File: src/hdl/tfclr_pkg.sv
`default_nettype none
// ----------------------------------------------------------------------------
// tfclr_pkg
// Shared types, constants and the codon lookup for the three-frame codon
// longest-run block.
// ----------------------------------------------------------------------------
package tfclr_pkg;

    // Sequence capacity and derived widths.
    localparam int MAX_NUCLEOTIDES = 65536;
    localparam int POS_W           = $clog2(MAX_NUCLEOTIDES + 1);
    localparam int NUM_FRAMES      = 3;
    localparam int FRAME_W         = 2;
    localparam int LEN_W           = 15;
    localparam int OFF_W           = 16;
    localparam int BYTE_W          = 8;

    localparam logic [LEN_W-1:0] LEN_SAT      = {LEN_W{1'b1}};
    localparam logic [LEN_W-1:0] MIN_AA_RESET = LEN_W'(200);

    // Depth of the small register queues.
    localparam int QUEUE_DEPTH = 2;
    localparam int QPTR_W      = $clog2(QUEUE_DEPTH);
    localparam int QCNT_W      = $clog2(QUEUE_DEPTH + 1);

    // Characters used by the codon decoder.
    localparam logic [BYTE_W-1:0] CHAR_A       = 8'h41;
    localparam logic [BYTE_W-1:0] CHAR_C       = 8'h43;
    localparam logic [BYTE_W-1:0] CHAR_G       = 8'h47;
    localparam logic [BYTE_W-1:0] CHAR_T       = 8'h54;
    localparam logic [BYTE_W-1:0] CHAR_U       = 8'h55;
    localparam logic [BYTE_W-1:0] CHAR_R       = 8'h52;
    localparam logic [BYTE_W-1:0] AA_STOP      = 8'h2A;
    localparam logic [BYTE_W-1:0] AA_UNKNOWN   = 8'h58;

    // Standard genetic code, index = first*16 + second*4 + third with
    // T/U=0, C=1, A=2, G=3. The first character sits in the top byte.
    localparam int CODE_ENTRIES = 64;
    localparam logic [BYTE_W*CODE_ENTRIES-1:0] CODE_TABLE =
        "FFLLSSSSYY**CC*WLLLLPPPPHHQQRRRRIIIMTTTTNNKKSSRRVVVVAAAADDEEGGGG";

    // Decoded nucleotide.
    typedef struct packed {
        logic       ok;
        logic [1:0] idx;
        logic       is_t;
        logic       is_u;
    } t_nuc;

    // Classified item passed from the front to the back.
    typedef struct packed {
        logic              codon_valid;
        logic [BYTE_W-1:0] amino_acid;
        logic [FRAME_W-1:0] frame;
        logic [OFF_W-1:0]  codon_pos;
        logic              last;
    } t_codon_item;

    // One result item.
    typedef struct packed {
        logic               codon_valid;
        logic [BYTE_W-1:0]  amino_acid;
        logic [FRAME_W-1:0] frame;
        logic               final_res;
        logic               translated;
        logic [OFF_W-1:0]   best_offset;
        logic [LEN_W-1:0]   best_length;
    } t_result;

    // Map one character onto its two-bit nucleotide code.
    function automatic t_nuc nuc_decode(input logic [BYTE_W-1:0] c);
        t_nuc n;
        n = '0;
        case (c)
            CHAR_T: begin n.ok = 1'b1; n.idx = 2'd0; n.is_t = 1'b1; end
            CHAR_U: begin n.ok = 1'b1; n.idx = 2'd0; n.is_u = 1'b1; end
            CHAR_C: begin n.ok = 1'b1; n.idx = 2'd1; end
            CHAR_A: begin n.ok = 1'b1; n.idx = 2'd2; end
            CHAR_G: begin n.ok = 1'b1; n.idx = 2'd3; end
            default: n = '0;
        endcase
        return n;
    endfunction

    // Translate one codon into its amino acid letter.
    function automatic logic [BYTE_W-1:0] lookup_codon(
        input logic [BYTE_W-1:0] a,
        input logic [BYTE_W-1:0] b,
        input logic [BYTE_W-1:0] c
    );
        t_nuc       na;
        t_nuc       nb;
        t_nuc       nc;
        logic       has_t;
        logic       has_u;
        logic [5:0] idx;
        logic [BYTE_W-1:0] aa;
        na    = nuc_decode(a);
        nb    = nuc_decode(b);
        nc    = nuc_decode(c);
        has_t = na.is_t | nb.is_t | nc.is_t;
        has_u = na.is_u | nb.is_u | nc.is_u;
        idx   = {na.idx, nb.idx, nc.idx};
        if (na.ok && nb.ok && nc.ok && !(has_t && has_u)) begin
            aa = CODE_TABLE[(CODE_ENTRIES - 1 - int'(idx)) * BYTE_W +: BYTE_W];
        end else if ((a == CHAR_T || a == CHAR_U) &&
                     ((b == CHAR_A && c == CHAR_R) || (b == CHAR_R && c == CHAR_A))) begin
            aa = AA_STOP;
        end else begin
            aa = AA_UNKNOWN;
        end
        return aa;
    endfunction

endpackage
`default_nettype wire

File: src/hdl/tfclr_queue.sv
`default_nettype none
// ----------------------------------------------------------------------------
// tfclr_queue
// Two-entry register queue that decouples the classifying front from the
// run-tracking back.
// ----------------------------------------------------------------------------
module tfclr_queue (
    input  wire logic                   i_clk,
    input  wire logic                   i_rst_n,
    input  wire logic                   i_push,
    input  wire tfclr_pkg::t_codon_item i_data,
    output      logic                   o_full,
    input  wire logic                   i_pop,
    output      tfclr_pkg::t_codon_item o_data,
    output      logic                   o_empty
);
    import tfclr_pkg::*;

    t_codon_item         r_mem [QUEUE_DEPTH];
    logic [QPTR_W-1:0]   r_wr_ptr;
    logic [QPTR_W-1:0]   r_rd_ptr;
    logic [QCNT_W-1:0]   r_count;
    logic [QPTR_W-1:0]   n_wr_ptr;
    logic [QPTR_W-1:0]   n_rd_ptr;
    logic [QCNT_W-1:0]   n_count;
    logic                do_push;
    logic                do_pop;

    // Status and read data.
    assign o_full  = (r_count == QCNT_W'(QUEUE_DEPTH));
    assign o_empty = (r_count == '0);
    assign o_data  = r_mem[r_rd_ptr];
    assign do_push = i_push && !o_full;
    assign do_pop  = i_pop && !o_empty;

    // Pointer and count update.
    always_comb begin
        n_wr_ptr = r_wr_ptr;
        n_rd_ptr = r_rd_ptr;
        n_count  = r_count;
        if (do_push) begin
            n_wr_ptr = (r_wr_ptr == QPTR_W'(QUEUE_DEPTH - 1)) ? '0 : r_wr_ptr + 1'b1;
        end
        if (do_pop) begin
            n_rd_ptr = (r_rd_ptr == QPTR_W'(QUEUE_DEPTH - 1)) ? '0 : r_rd_ptr + 1'b1;
        end
        if (do_push && !do_pop) begin
            n_count = r_count + 1'b1;
        end else if (do_pop && !do_push) begin
            n_count = r_count - 1'b1;
        end
    end

    // Control registers.
    always_ff @(posedge i_clk) begin
        if (!i_rst_n) begin
            r_wr_ptr <= '0;
            r_rd_ptr <= '0;
            r_count  <= '0;
        end else begin
            r_wr_ptr <= n_wr_ptr;
            r_rd_ptr <= n_rd_ptr;
            r_count  <= n_count;
        end
    end

    // Entry storage.
    always_ff @(posedge i_clk) begin
        if (do_push) begin
            r_mem[r_wr_ptr] <= i_data;
        end
    end

endmodule
`default_nettype wire

File: src/hdl/tfclr_front.sv
`default_nettype none
// ----------------------------------------------------------------------------
// tfclr_front
// Accepts nucleotide bytes, keeps the two previous bytes, and classifies each
// completed codon into its frame and amino acid.
// ----------------------------------------------------------------------------
module tfclr_front (
    input  wire logic                          i_clk,
    input  wire logic                          i_rst_n,
    input  wire logic                          i_push,
    input  wire logic [tfclr_pkg::BYTE_W-1:0]  i_base,
    input  wire logic                          i_last,
    input  wire logic                          i_q_full,
    output      logic                          o_q_push,
    output      tfclr_pkg::t_codon_item        o_item
);
    import tfclr_pkg::*;

    logic [BYTE_W-1:0]  r_prev_one;
    logic [BYTE_W-1:0]  r_prev_two;
    logic [POS_W-1:0]   r_position;
    logic [FRAME_W-1:0] r_frame;
    logic [BYTE_W-1:0]  n_prev_one;
    logic [BYTE_W-1:0]  n_prev_two;
    logic [POS_W-1:0]   n_position;
    logic [FRAME_W-1:0] n_frame;
    logic               accept;
    logic               in_range;
    logic               codon_done;

    // A transfer happens when the queue has room.
    assign accept     = i_push && !i_q_full;
    assign o_q_push   = accept;
    assign in_range   = (r_position < POS_W'(MAX_NUCLEOTIDES));
    assign codon_done = in_range && (r_position >= POS_W'(2));

    // Classify the codon that this byte completes.
    always_comb begin
        o_item             = '0;
        o_item.last        = i_last;
        o_item.codon_valid = codon_done;
        if (codon_done) begin
            o_item.amino_acid = lookup_codon(r_prev_two, r_prev_one, i_base);
            o_item.frame      = r_frame;
            o_item.codon_pos  = OFF_W'(r_position - POS_W'(2));
        end
    end

    // Sequence state advance; the last byte returns it to the start.
    always_comb begin
        n_prev_one = r_prev_one;
        n_prev_two = r_prev_two;
        n_position = r_position;
        n_frame    = r_frame;
        if (accept) begin
            if (i_last) begin
                n_prev_one = '0;
                n_prev_two = '0;
                n_position = '0;
                n_frame    = FRAME_W'(1);
            end else if (in_range) begin
                n_prev_two = r_prev_one;
                n_prev_one = i_base;
                n_position = r_position + 1'b1;
                n_frame    = (r_frame == FRAME_W'(NUM_FRAMES - 1)) ? '0 : r_frame + 1'b1;
            end
        end
    end

    // The frame register holds (position + 1) mod 3, the frame of the next codon.
    always_ff @(posedge i_clk) begin
        if (!i_rst_n) begin
            r_prev_one <= '0;
            r_prev_two <= '0;
            r_position <= '0;
            r_frame    <= FRAME_W'(1);
        end else begin
            r_prev_one <= n_prev_one;
            r_prev_two <= n_prev_two;
            r_position <= n_position;
            r_frame    <= n_frame;
        end
    end

endmodule
`default_nettype wire

File: src/hdl/tfclr_back.sv
`default_nettype none
// ----------------------------------------------------------------------------
// tfclr_back
// Tracks the current and longest stop-free run of each frame, builds the
// summary on the last item, and holds results in a two-entry output queue.
// ----------------------------------------------------------------------------
module tfclr_back (
    input  wire logic                          i_clk,
    input  wire logic                          i_rst_n,
    input  wire logic [tfclr_pkg::LEN_W-1:0]   i_min_aa_length,
    input  wire tfclr_pkg::t_codon_item        i_item,
    input  wire logic                          i_q_empty,
    output      logic                          o_q_pop,
    output      tfclr_pkg::t_result            o_result,
    output      logic                          o_empty,
    input  wire logic                          i_pop
);
    import tfclr_pkg::*;

    logic [LEN_W-1:0]   r_run_len   [NUM_FRAMES];
    logic [OFF_W-1:0]   r_run_start [NUM_FRAMES];
    logic [LEN_W-1:0]   r_best_len  [NUM_FRAMES];
    logic [OFF_W-1:0]   r_best_start[NUM_FRAMES];
    logic [LEN_W-1:0]   n_run_len   [NUM_FRAMES];
    logic [OFF_W-1:0]   n_run_start [NUM_FRAMES];
    logic [LEN_W-1:0]   n_best_len  [NUM_FRAMES];
    logic [OFF_W-1:0]   n_best_start[NUM_FRAMES];
    logic [LEN_W-1:0]   inc_len     [NUM_FRAMES];
    logic [FRAME_W-1:0] best_f;
    t_result            result;

    t_result            r_out_mem [QUEUE_DEPTH];
    logic [QPTR_W-1:0]  r_wr_ptr;
    logic [QPTR_W-1:0]  r_rd_ptr;
    logic [QCNT_W-1:0]  r_count;
    logic [QPTR_W-1:0]  n_wr_ptr;
    logic [QPTR_W-1:0]  n_rd_ptr;
    logic [QCNT_W-1:0]  n_count;
    logic               out_full;
    logic               do_step;
    logic               do_out_pop;

    // One item is carried out whenever one waits and the output queue has room.
    assign out_full   = (r_count == QCNT_W'(QUEUE_DEPTH));
    assign o_empty    = (r_count == '0);
    assign o_result   = r_out_mem[r_rd_ptr];
    assign do_step    = !i_q_empty && !out_full;
    assign o_q_pop    = do_step;
    assign do_out_pop = i_pop && !o_empty;

    // Run update for the frame of the completed codon.
    always_comb begin
        for (int f = 0; f < NUM_FRAMES; f++) begin
            inc_len[f]      = (r_run_len[f] < LEN_SAT) ? r_run_len[f] + 1'b1 : r_run_len[f];
            n_run_len[f]    = r_run_len[f];
            n_run_start[f]  = r_run_start[f];
            n_best_len[f]   = r_best_len[f];
            n_best_start[f] = r_best_start[f];
            if (do_step && i_item.codon_valid && (i_item.frame == FRAME_W'(f))) begin
                if (i_item.amino_acid == AA_STOP) begin
                    n_run_len[f]   = '0;
                    n_run_start[f] = i_item.codon_pos + OFF_W'(3);
                end else begin
                    n_run_len[f] = inc_len[f];
                    if (inc_len[f] > r_best_len[f]) begin
                        n_best_len[f]   = inc_len[f];
                        n_best_start[f] = r_run_start[f];
                    end
                end
            end
        end
    end

    // Pick the longest run over all frames; the lowest frame wins a tie.
    always_comb begin
        best_f = '0;
        for (int f = 1; f < NUM_FRAMES; f++) begin
            if (n_best_len[f] > n_best_len[best_f]) begin
                best_f = FRAME_W'(f);
            end
        end
    end

    // Result assembly.
    always_comb begin
        result             = '0;
        result.codon_valid = i_item.codon_valid;
        result.amino_acid  = i_item.amino_acid;
        result.frame       = i_item.frame;
        if (i_item.last) begin
            result.final_res   = 1'b1;
            result.best_length = n_best_len[best_f];
            result.best_offset = n_best_start[best_f];
            result.translated  = (n_best_len[best_f] >= i_min_aa_length);
        end
    end

    // Run state; the last item returns every frame to its start value.
    always_ff @(posedge i_clk) begin
        if (!i_rst_n) begin
            for (int f = 0; f < NUM_FRAMES; f++) begin
                r_run_len[f]    <= '0;
                r_run_start[f]  <= OFF_W'(f);
                r_best_len[f]   <= '0;
                r_best_start[f] <= OFF_W'(f);
            end
        end else if (do_step && i_item.last) begin
            for (int f = 0; f < NUM_FRAMES; f++) begin
                r_run_len[f]    <= '0;
                r_run_start[f]  <= OFF_W'(f);
                r_best_len[f]   <= '0;
                r_best_start[f] <= OFF_W'(f);
            end
        end else begin
            r_run_len    <= n_run_len;
            r_run_start  <= n_run_start;
            r_best_len   <= n_best_len;
            r_best_start <= n_best_start;
        end
    end

    // Output queue pointer and count update.
    always_comb begin
        n_wr_ptr = r_wr_ptr;
        n_rd_ptr = r_rd_ptr;
        n_count  = r_count;
        if (do_step) begin
            n_wr_ptr = (r_wr_ptr == QPTR_W'(QUEUE_DEPTH - 1)) ? '0 : r_wr_ptr + 1'b1;
        end
        if (do_out_pop) begin
            n_rd_ptr = (r_rd_ptr == QPTR_W'(QUEUE_DEPTH - 1)) ? '0 : r_rd_ptr + 1'b1;
        end
        if (do_step && !do_out_pop) begin
            n_count = r_count + 1'b1;
        end else if (do_out_pop && !do_step) begin
            n_count = r_count - 1'b1;
        end
    end

    // Output queue control registers.
    always_ff @(posedge i_clk) begin
        if (!i_rst_n) begin
            r_wr_ptr <= '0;
            r_rd_ptr <= '0;
            r_count  <= '0;
        end else begin
            r_wr_ptr <= n_wr_ptr;
            r_rd_ptr <= n_rd_ptr;
            r_count  <= n_count;
        end
    end

    // Output queue entries.
    always_ff @(posedge i_clk) begin
        if (do_step) begin
            r_out_mem[r_wr_ptr] <= result;
        end
    end

endmodule
`default_nettype wire

File: src/hdl/three_frame_codon_longest_run.sv
`default_nettype none
// A result passes the front-to-back queue and the output queue of the back
// before it can be taken. Throughput: one nucleotide per cycle while no queue
// is full, set by the front's codon lookup and the back's run update.
// Reset clears the sequence state and both queues and sets min_aa_length to
// 200; no clearing pass follows, so the block accepts items right after reset.
// ----------------------------------------------------------------------------
// three_frame_codon_longest_run
// Three-frame codon translation with per-frame longest stop-free run tracking
// and a summary on the final nucleotide of each sequence.
// ----------------------------------------------------------------------------
module three_frame_codon_longest_run (
    input  wire logic                          i_clk,
    input  wire logic                          i_rst_n,
    input  wire logic                          push,
    output      logic                          full,
    input  wire logic [tfclr_pkg::BYTE_W-1:0]  i_base,
    input  wire logic                          i_last,
    output      logic                          empty,
    input  wire logic                          pop,
    output      logic                          o_codon_valid,
    output      logic [tfclr_pkg::BYTE_W-1:0]  o_amino_acid,
    output      logic [tfclr_pkg::FRAME_W-1:0] o_frame,
    output      logic                          o_final_res,
    output      logic                          o_translated,
    output      logic [tfclr_pkg::OFF_W-1:0]   o_best_offset,
    output      logic [tfclr_pkg::LEN_W-1:0]   o_best_length,
    input  wire logic                          i_cfg_wr_en,
    input  wire logic [tfclr_pkg::LEN_W-1:0]   i_cfg_wr_data
);
    import tfclr_pkg::*;

    logic [LEN_W-1:0] r_min_aa_length;
    logic             q_push;
    logic             q_full;
    logic             q_pop;
    logic             q_empty;
    t_codon_item      front_item;
    t_codon_item      back_item;
    t_result          result;

    // Minimum run length register.
    always_ff @(posedge i_clk) begin
        if (!i_rst_n) begin
            r_min_aa_length <= MIN_AA_RESET;
        end else if (i_cfg_wr_en) begin
            r_min_aa_length <= i_cfg_wr_data;
        end
    end

    // Front: accept and classify.
    tfclr_front u_front (
        .i_clk    (i_clk),
        .i_rst_n  (i_rst_n),
        .i_push   (push),
        .i_base   (i_base),
        .i_last   (i_last),
        .i_q_full (q_full),
        .o_q_push (q_push),
        .o_item   (front_item)
    );

    // Queue between front and back.
    tfclr_queue u_queue (
        .i_clk   (i_clk),
        .i_rst_n (i_rst_n),
        .i_push  (q_push),
        .i_data  (front_item),
        .o_full  (q_full),
        .i_pop   (q_pop),
        .o_data  (back_item),
        .o_empty (q_empty)
    );

    // Back: run tracking and result queue.
    tfclr_back u_back (
        .i_clk           (i_clk),
        .i_rst_n         (i_rst_n),
        .i_min_aa_length (r_min_aa_length),
        .i_item          (back_item),
        .i_q_empty       (q_empty),
        .o_q_pop         (q_pop),
        .o_result        (result),
        .o_empty         (empty),
        .i_pop           (pop)
    );

    // Port fan-out.
    assign full          = q_full;
    assign o_codon_valid = result.codon_valid;
    assign o_amino_acid  = result.amino_acid;
    assign o_frame       = result.frame;
    assign o_final_res   = result.final_res;
    assign o_translated  = result.translated;
    assign o_best_offset = result.best_offset;
    assign o_best_length = result.best_length;

endmodule
`default_nettype wire
File: config.mk
export PLATFORM = sky130hd
export DESIGN_NAME = three_frame_codon_longest_run
export DESIGN_NICKNAME = d
export VERILOG_FILES = /design/src/hdl/tfclr_pkg.sv /design/src/hdl/tfclr_queue.sv /design/src/hdl/tfclr_front.sv /design/src/hdl/tfclr_back.sv /design/src/hdl/three_frame_codon_longest_run.sv
export SDC_FILE = /design/constraint.sdc
export NUM_CORES = 1
export LEC_CHECK = 0
export ABC_AREA = 1
export BUFFER_PORTS_ARGS = -buffer_cell sky130_fd_sc_hd__buf_4
export CAP_MARGIN = 10
export CORE_MARGIN = 3
export CORE_UTILIZATION = 30
export DETAILED_ROUTE_END_ITERATION = 6
export GPL_ROUTABILITY_DRIVEN = 0
export PLACE_DENSITY = 0.56
export RECOVER_POWER = 25
export SYNTH_ARGS = -nofsm -noshare
export SYNTH_HDL_FRONTEND = slang
export SYNTH_SLANG_ARGS = --single-unit
export TNS_END_PERCENT = 30
File: constraint.sdc
create_clock -name i_clk -period 21.5 [get_ports i_clk]
set_clock_uncertainty 0.2 [all_clocks]
set_input_delay 0 -clock i_clk [delete_from_list [all_inputs] [get_ports i_clk]]
set_output_delay 0 -clock i_clk [all_outputs]
set_load 0.01 [all_outputs]
==> parameters.txt, run 1 <==
Parameter                              Value

Outcome
  Outcome ... complete, but fails checks
  Violated checks ... capacitance limit, slew limit

Routing
  Via Count ... 16000
  Number of DRC markers in iteration 0 ... 1017
  Vias per cell ... 4.62
  Antenna-violating nets left ... 0
  DR DRC count ... 0
  Per-cell routed wire length ... 14.3 um
  Post-detailed-routing wire length ... 49600 um
  Drt pass-1 iters ... 5

Worst hold path
  Type of the most critical hold path ... in -> reg
  Worst Min Path Start ... i_base[6]

Synthesis
  Number of storage elements in the synthesis netlist ... 386
  Fraction of registers with async set or reset after synthesis ... 0%
  Synth warnings ... 0
  Top flip-flop cell by instance count after synthesis ... sky130_fd_sc_hd__dfxtp_1
  Syn Std Cell Area ... roughly 20000 um2
  Synthesized netlist net count ... around 2600
  Area contributors post-synth ... sky130_fd_sc_hd__dfxtp_1 (25%), sky130_fd_sc_hd__edfxtp_1 (21%), sky130_fd_sc_hd__nand2_1 (8.1%)
  Number of synthesized flops with an enable pin ... 140
  Cell type contributing the most total cell area after synthesis ... sky130_fd_sc_hd__dfxtp_1
  Cells after synthesis ... approximately 2500
  Number of distinct library cell variants in the gate-level netlist after synthesis ... between 50 and 60
  Register area share after synthesis ... 46.1%
  Area share of the largest cell type after synthesis ... 24.8%
  Average cell area after synthesis ... ~8.0 um2

GRT
  Busiest grt layer ... met2
  Met3 track demand over resource ... slightly below 2%
  Vias in the first global route ... between 15000 and 20000
  Gr ovfl total ... 0
  GRT Util Overall ... 13.9%
  Pin count of the biggest net entering global routing ... 86
  Initial antenna violation count ... 0
  Global-route wire length before repair ... 79600 um
  GRT met1 Usage ... 19.0%
  Fraction of met2 tracks used by global routing ... 23.3%

Die
  Vertical die dimension ... 263 um
  Initial Utilization ... 30.5%
  X dimension of the die ... between 200 and 300 um
  Area enclosed by the die boundary ... 69200 um2
  Floorplan core area ... 64900 um2
  Number of placement rows ... 93
  Number of ports placed on the die boundary ... 75

Cells and area
  Number of nets in the layout ... 2713
  Diodes inserted ... 0
  Share of layout cells above drive strength 1 ... 9.42%
  # fillers ... 6847
  Final core utilization ... 35.9%
  Layout-stage area growth over the synthesis result ... 17.5%
  Sequential Area ... just over 9000 um2
  Final std cell area, no fill ... 23300 um2
  Total area of multi-input combinational cells ... roughly 9000 um2

Timing
  Final worst path period need ... 10700 ps
  Final Hold Viols ... 0
  Final period utilization ... about 50%
  Worst Max-Slew Pin Slew ... 1610 ps
  RSZ-0062 raised after global routing ... no
  Worst setup margin ... 10800 ps
  Sum Neg Setup Slack ... 0 ps
  Achievable clock frequency ... 93.4 MHz
  Worst slew slack as a fraction of its limit ... -7.43%
  Slew Viols, Final ... 31
  Final setup violation count ... 0

Place
  Count of port buffers added during placement ... 73
  Post-Place Cell Area ... between 20000 and 25000 um2
  DP Worst Slack ... 11770 ps
  Detailed Place HPWL ... 35600 um

Setup path
  Data arrival time of the worst path ... approximately 11000 ps
  Critical path endpoint category ... flip-flop
  Buf+Inv Stages, Crit Path ... 8
  Largest fanout on the critical path ... between 40 and 50
  Longest individual stage delay on the worst path ... 1160 ps
  Highest-delay cell along the critical path ... sky130_fd_sc_hd__clkbuf_1
  Worst endpoint required time ... 21620 ps
  Nature of the critical path startpoint ... flip-flop
  Top delay family on crit path ... simple AND/OR/NAND/NOR gates
  Type of the worst setup path ... reg -> reg

Clock network
  Worst-Skew Late Latency ... a little under 600 ps
  Count of buffers added by post-CTS timing repair for setup ... 0
  Sinks on the clock net ... between 300 and 400
  Number of levels in the clock H-tree ... 2
  Clock root buffer ... sky130_fd_sc_hd__clkbuf_16
  CTS Buffer Depth ... 3
  Clock transition at path regs ... roughly 60 ps
  Number of buffers created by CTS ... 42
  CTS tree ... built

Flow run
  Total of max-cap violations ... 1
## cell usage after synthesis, types with 43 or more instances
master / count
sky130_fd_sc_hd__nand2_1: 427
sky130_fd_sc_hd__nor2_1: 260
sky130_fd_sc_hd__inv_1: 363
sky130_fd_sc_hd__or2_2: 45
sky130_fd_sc_hd__clkbuf_1: 66
sky130_fd_sc_hd__ha_1: 105
sky130_fd_sc_hd__a21oi_1: 180
sky130_fd_sc_hd__o21ai_0: 188
sky130_fd_sc_hd__edfxtp_1: 140
sky130_fd_sc_hd__dfxtp_1: 246
sky130_fd_sc_hd__nand3_1: 147
sky130_fd_sc_hd__mux2_2: 43
## worst paths after layout
check	endpoint	slack, ps	cells after the start
worst max-delay path	u_back.r_out_mem[1][31]$_DFFE_PP_	10800	43
worst min-delay path	u_front.r_prev_one[6]$_SDFFE_PN0P_	70	4
worst min register to register	u_back.r_run_start[18]$_SDFFE_PP0P_	260	2
worst max register to register	u_back.r_out_mem[1][31]$_DFFE_PP_	10800	43
## cells in the final DEF (no fill, tap or decap), types with 5 or more instances in the layout
cell type,instances
sky130_fd_sc_hd__a211oi_1,6
sky130_fd_sc_hd__a21oi_1,180
sky130_fd_sc_hd__a31oi_1,9
sky130_fd_sc_hd__and2_1,14
sky130_fd_sc_hd__buf_4,75
sky130_fd_sc_hd__bufinv_16,5
sky130_fd_sc_hd__clkbuf_1,19
sky130_fd_sc_hd__clkbuf_16,43
sky130_fd_sc_hd__clkbuf_8,11
sky130_fd_sc_hd__clkinv_2,7
sky130_fd_sc_hd__dfxtp_1,246
sky130_fd_sc_hd__dlygate4sd3_1,63
sky130_fd_sc_hd__edfxtp_1,140
sky130_fd_sc_hd__ha_1,105
sky130_fd_sc_hd__inv_1,364
sky130_fd_sc_hd__mux2_1,7
sky130_fd_sc_hd__mux2_2,36
sky130_fd_sc_hd__mux2i_1,17
sky130_fd_sc_hd__nand2_1,427
sky130_fd_sc_hd__nand3_1,147
sky130_fd_sc_hd__nand4_1,26
sky130_fd_sc_hd__nor2_1,260
sky130_fd_sc_hd__nor3_1,34
sky130_fd_sc_hd__nor4_1,9
sky130_fd_sc_hd__o211ai_1,5
sky130_fd_sc_hd__o21ai_0,191
sky130_fd_sc_hd__o21ai_1,5
sky130_fd_sc_hd__o21bai_1,13
sky130_fd_sc_hd__or2_2,45
sky130_fd_sc_hd__xnor2_1,6
sky130_fd_sc_hd__xor2_1,39
## final cells by class
| cell class | count | area share (%) |
|---|---|---|
| clock buffers | 55 | 5.29 |
| clock inverters | 21 | 1.25 |
| inverters | 367 | 5.93 |
| multi-input cells | 1626 | 38.3 |
| flip-flops and latches | 386 | 39.2 |
| well taps | 855 | 4.60 |
| repair buffers | 156 | 5.42 |
## timing repair
action                    in CTS  in global routing
hold buffers                  63                  0
gates resized for setup        0                  0
hold endpoints to repair      66                  0
## worst reg2reg max path: cells and delay by family (launching register included)
family,cells,cell delay (ps)
buf+inv,8,2900
compound gates,15,2640
flops,1,310
simple gates,17,3470
fa+ha+maj,3,900
## metrics by stage
stage          instances  hold WS, ps
2_1_floorplan       2468         -101
3_3_place_gp        3327         20.7
4_1_cts             3466         22.5
5_1_grt             3466         47.3
6_report            3466         67.5
3_5_place_dp        3327         29.9
## per-layer routing
layer / vias up / wire length [um]
met5: - / 0
met1: 7416 / 23900
met4: 0 / 998
li1: 8311 / -
met3: 71 / 1600
met2: 221 / 23100
## cell families after synthesis
kind of cell	count (synthesis)	share of synthesized area (%)
simple gates	983	21.5
buf+inv	456	8.91
compound gates	432	11.6
flops	386	46.1
fa+ha+maj	105	6.63
mux	60	3.30
xor+xnor	45	1.99
other cells	1	0.0189
## registers in the layout (all words and copies together), names as in the netlist, 2 cells and up, named ones only
name                 cells
u_back.r_run_start      48
u_front.r_prev_one       8
u_back.r_out_mem        86
r_min_aa_length         15
u_queue.r_count          2
u_back.r_count           2
u_front.r_position      17
u_back.r_best_start     48
u_back.r_best_len       45
u_front.r_frame          2
u_front.r_prev_two       8
u_queue.r_mem           54
u_back.r_run_len        45
Power of run 1 is left out: the tool's default activity adds up to more than one toggle a clock period on the data nets, which glitch-free logic cannot reach.
==> run 2, diff against run 1 <==
Settings changed: PLACE_DENSITY 0.56 to 0.57.
Clock period 21.5 ns to 9.3 ns, I/O delays scaled along.
==> run 2 against run 1 <==
- fmax up 28%
- wire length up 1.0%
- worst hold slack worse by 31 ps
- count of clock-buffer cells in the layout up 2
- sequential share of layout area down 0.18 points
- the flow still finishes with violations (capacitance limit, slew limit)
- critical path depth up 10
- register-to-register slack worse by 9900 ps
- critical path type unchanged
==> parameters.txt, run 2 (synthesis gave the netlist of run 1 again) <==
Parameter                              Value

Setup path
  Highest-delay cell along the critical path ... sky130_fd_sc_hd__dfxtp_1 (was sky130_fd_sc_hd__clkbuf_1)
  Type of the worst setup path ... reg -> reg (unchanged)
  Critical path endpoint category ... flip-flop (unchanged)
  Most used cell, CP ... sky130_fd_sc_hd__nand2_1
  RR Startpoint ... u_back.r_run_len[15]$_SDFFE_PP0P_
  Critical register-to-register path endpoint ... u_back.r_out_mem[0][31]$_DFFE_PP_ (was u_back.r_out_mem[1][31]$_DFFE_PP_)
  Worst setup path end ... u_back.r_out_mem[0][31]$_DFFE_PP_ (was u_back.r_out_mem[1][31]$_DFFE_PP_)
  Largest fanout on the critical path ... 45 (unchanged)
  Data arrival time of the worst path ... 8470 ps (was 10820 ps)
  Worst endpoint required time ... 9420 ps (was 21620 ps)
  Longest individual stage delay on the worst path ... 360 ps (was 1160 ps)
  Nature of the critical path startpoint ... flip-flop (unchanged)
  Worst reg2reg path depth ... 53 (was 43)
  Reg-to-reg setup timing slack ... 940 ps (was 10800 ps)
  Origin of the worst setup path ... u_back.r_run_len[15]$_SDFFE_PP0P_

Clock network
  Number of buffers created by CTS ... 42 (unchanged)
  Clock root buffer ... sky130_fd_sc_hd__clkbuf_16 (unchanged)
  Worst-Skew Late Latency ... 570 ps (was 580 ps)
  Clock transition at path regs ... 60 ps (about the same)
  CTS tree ... built (unchanged)
  Sinks on the clock net ... 386 (unchanged)
  Number of levels in the clock H-tree ... 2 (unchanged)
  CTS Buffer Depth ... 3 (unchanged)

Place
  Detailed Place HPWL ... 35300 um (was 35600 um)
  Cell total after placement ... 3347 (was 3327)
  Count of port buffers added during placement ... 73 (unchanged)

GRT
  Global-route wire length before repair ... 81000 um (was 79600 um)
  Initial antenna violation count ... 0 (unchanged)
  Vias in the first global route ... 15500 (was 15200)
  Pin count of the biggest net entering global routing ... 104 (was 86)
  GRT Util Overall ... 14.1% (was 13.9%)
  Gr ovfl total ... 0 (unchanged)

Routing
  Number of DRC markers in iteration 0 ... 969 (was 1017)
  Post-detailed-routing wire length ... 50100 um (was 49600 um)
  Highest routed layer ... met4 (unchanged)
  Total routed wire length on the met1 layer ... 24000 um (was 23900 um)
  Vias per cell ... 4.64 (was 4.62)
  Per-cell routed wire length ... 14.4 um (was 14.3 um)
  Drt pass-1 iters ... 5 (unchanged)
  WL met2 ... 23200 um (was 23100 um)
  Antenna-violating nets left ... 0 (unchanged)
  Met3 Routed Length ... 2030 um (was 1600 um)
  DR DRC count ... 0 (unchanged)
  Via Count ... 16200 (was 16000)

Die
  Area enclosed by the die boundary ... 69200 um2 (unchanged)
  Number of placement rows ... 93 (unchanged)
  Number of ports placed on the die boundary ... 75 (unchanged)
  X dimension of the die ... 263 um (unchanged)
  Vertical die dimension ... 263 um (unchanged)
  Initial Utilization ... 30.5% (unchanged)
  Floorplan core area ... 64900 um2 (unchanged)

Outcome
  Outcome ... complete, but fails checks (unchanged)
  Violated checks ... capacitance limit, slew limit (unchanged)

Cells and area
  Largest register FFs ... 86 (unchanged)
  Number of nets in the layout ... 2735 (was 2713)
  Share of layout cells above drive strength 1 ... 10.3% (was 9.42%)
  Layout-stage area growth over the synthesis result ... 18.0% (was 17.5%)
  Diodes inserted ... 0 (unchanged)
  Most frequent standard cell in the layout excluding fill and tap cells ... sky130_fd_sc_hd__nand2_1 (unchanged)
  Largest reg by FF count ... u_back.r_out_mem (unchanged)
  Top flop regs ... u_back.r_out_mem: 86 flops, u_queue.r_mem: 54 flops (unchanged)
  Commonest cells after routing, fill and taps aside ... sky130_fd_sc_hd__nand2_1 (427), sky130_fd_sc_hd__inv_1 (363), sky130_fd_sc_hd__nor2_1 (257) (was sky130_fd_sc_hd__nand2_1 (427), sky130_fd_sc_hd__inv_1 (364), sky130_fd_sc_hd__nor2_1 (260))
  Post-route non-filler standard cell count ... 3489 (was 3466)

Timing
  Achievable clock frequency ... 120 MHz (was 93.4 MHz)
  Final worst path period need ... 8360 ps (was 10700 ps)
  Final setup violation count ... 0 (unchanged)
  Final period utilization ... 89.9% (was 49.8%)
  Final Hold Viols ... 0 (unchanged)
  Slew Viols, Final ... 92 (was 31)
  Worst slew slack as a fraction of its limit ... -21.6% (was -7.43%)
  Worst Max-Slew Pin Slew ... 1820 ps (was 1610 ps)

Worst hold path
  Type of the most critical hold path ... in -> reg (unchanged)
  Worst Min Path Start ... i_cfg_wr_en (was i_base[6])

Flow run
  Total of max-cap violations ... 4 (was 1)
## run 2: changes by cell type in the layout (fill, tap and decap cells not counted), sizes merged
cell | previous run | this run
buf | 75 | 98
dlygate4sd3 | 63 | 61
clkbuf | 73 | 76
bufinv | 5 | 3
clkinvlp | 2 | 3
## run 2: critical path, delay by kind of cell, from the launching register on
family / cells / cell delay (ps)
xor+xnor: 1 / 150
compound gates: 13 / 2020
simple gates: 27 / 3190
fa+ha+maj: 5 / 1330
buf+inv: 7 / 850
flops: 1 / 360
## run 2: final cells by class
type                            instances  area, um2
Multi-Input combinational cell       1626       8970
Inverter                              367       1380
Clock buffer                           57       1200
Fill cell                            6728      41500
Sequential cell                       386       9130
Tap cell                              855       1070
Clock inverter                         20        194
Timing Repair Buffer                  178       1440
## run 2: per-layer routing
layer	GRT usage, %	vias up
met5	0	-
met2	23.5	277
met4	3.31	0
met1	19.3	7482
met3	2.18	69
li1	-	8354
## run 2: repair_timing
item                                    CTS  global route
gates resized for setup                   0            22
endpoints found under the hold margin    64             0
buffers inserted                          0             4
hold buffers                             61             0
endpoints found under the setup margin    0             2
## run 2: through the flow
step | worst slack, ps | hold slack (ps) | instance area, um2 | setup TNS, ps | util, %
2_1_floorplan | 1290 | -101 | 19800 | 0 | -
3_3_place_gp | 670 | 16.6 | 21400 | 0 | 33.0
3_5_place_dp | 468 | 27.8 | 21400 | 0 | 33.0
4_1_cts | 430 | 0.0992 | 23400 | 0 | 36.0
5_1_grt | -15.3 | 44.3 | 23400 | -30.5 | 36.0
6_report | 944 | 36.6 | 23400 | 0 | 36.0
## run 2: how the worst min path moves through the flow
stage / endpoint / slack (ps) / cells past startpoint
finish: r_min_aa_length[7]$_SDFFE_PN1P_ / 40 / 3
global route: r_min_aa_length[7]$_SDFFE_PN1P_ / 40 / 3
CTS: u_queue.r_mem[0][0]$_DFFE_PP_ / 0.1 / 2
detailed placement: r_min_aa_length[6]$_SDFFE_PN1P_ / 30 / 3
global placement: r_min_aa_length[6]$_SDFFE_PN1P_ / 20 / 3
floorplan: u_queue.r_mem[0][0]$_DFFE_PP_ / -100 / 0
Power of run 2 is left out for the same reason.
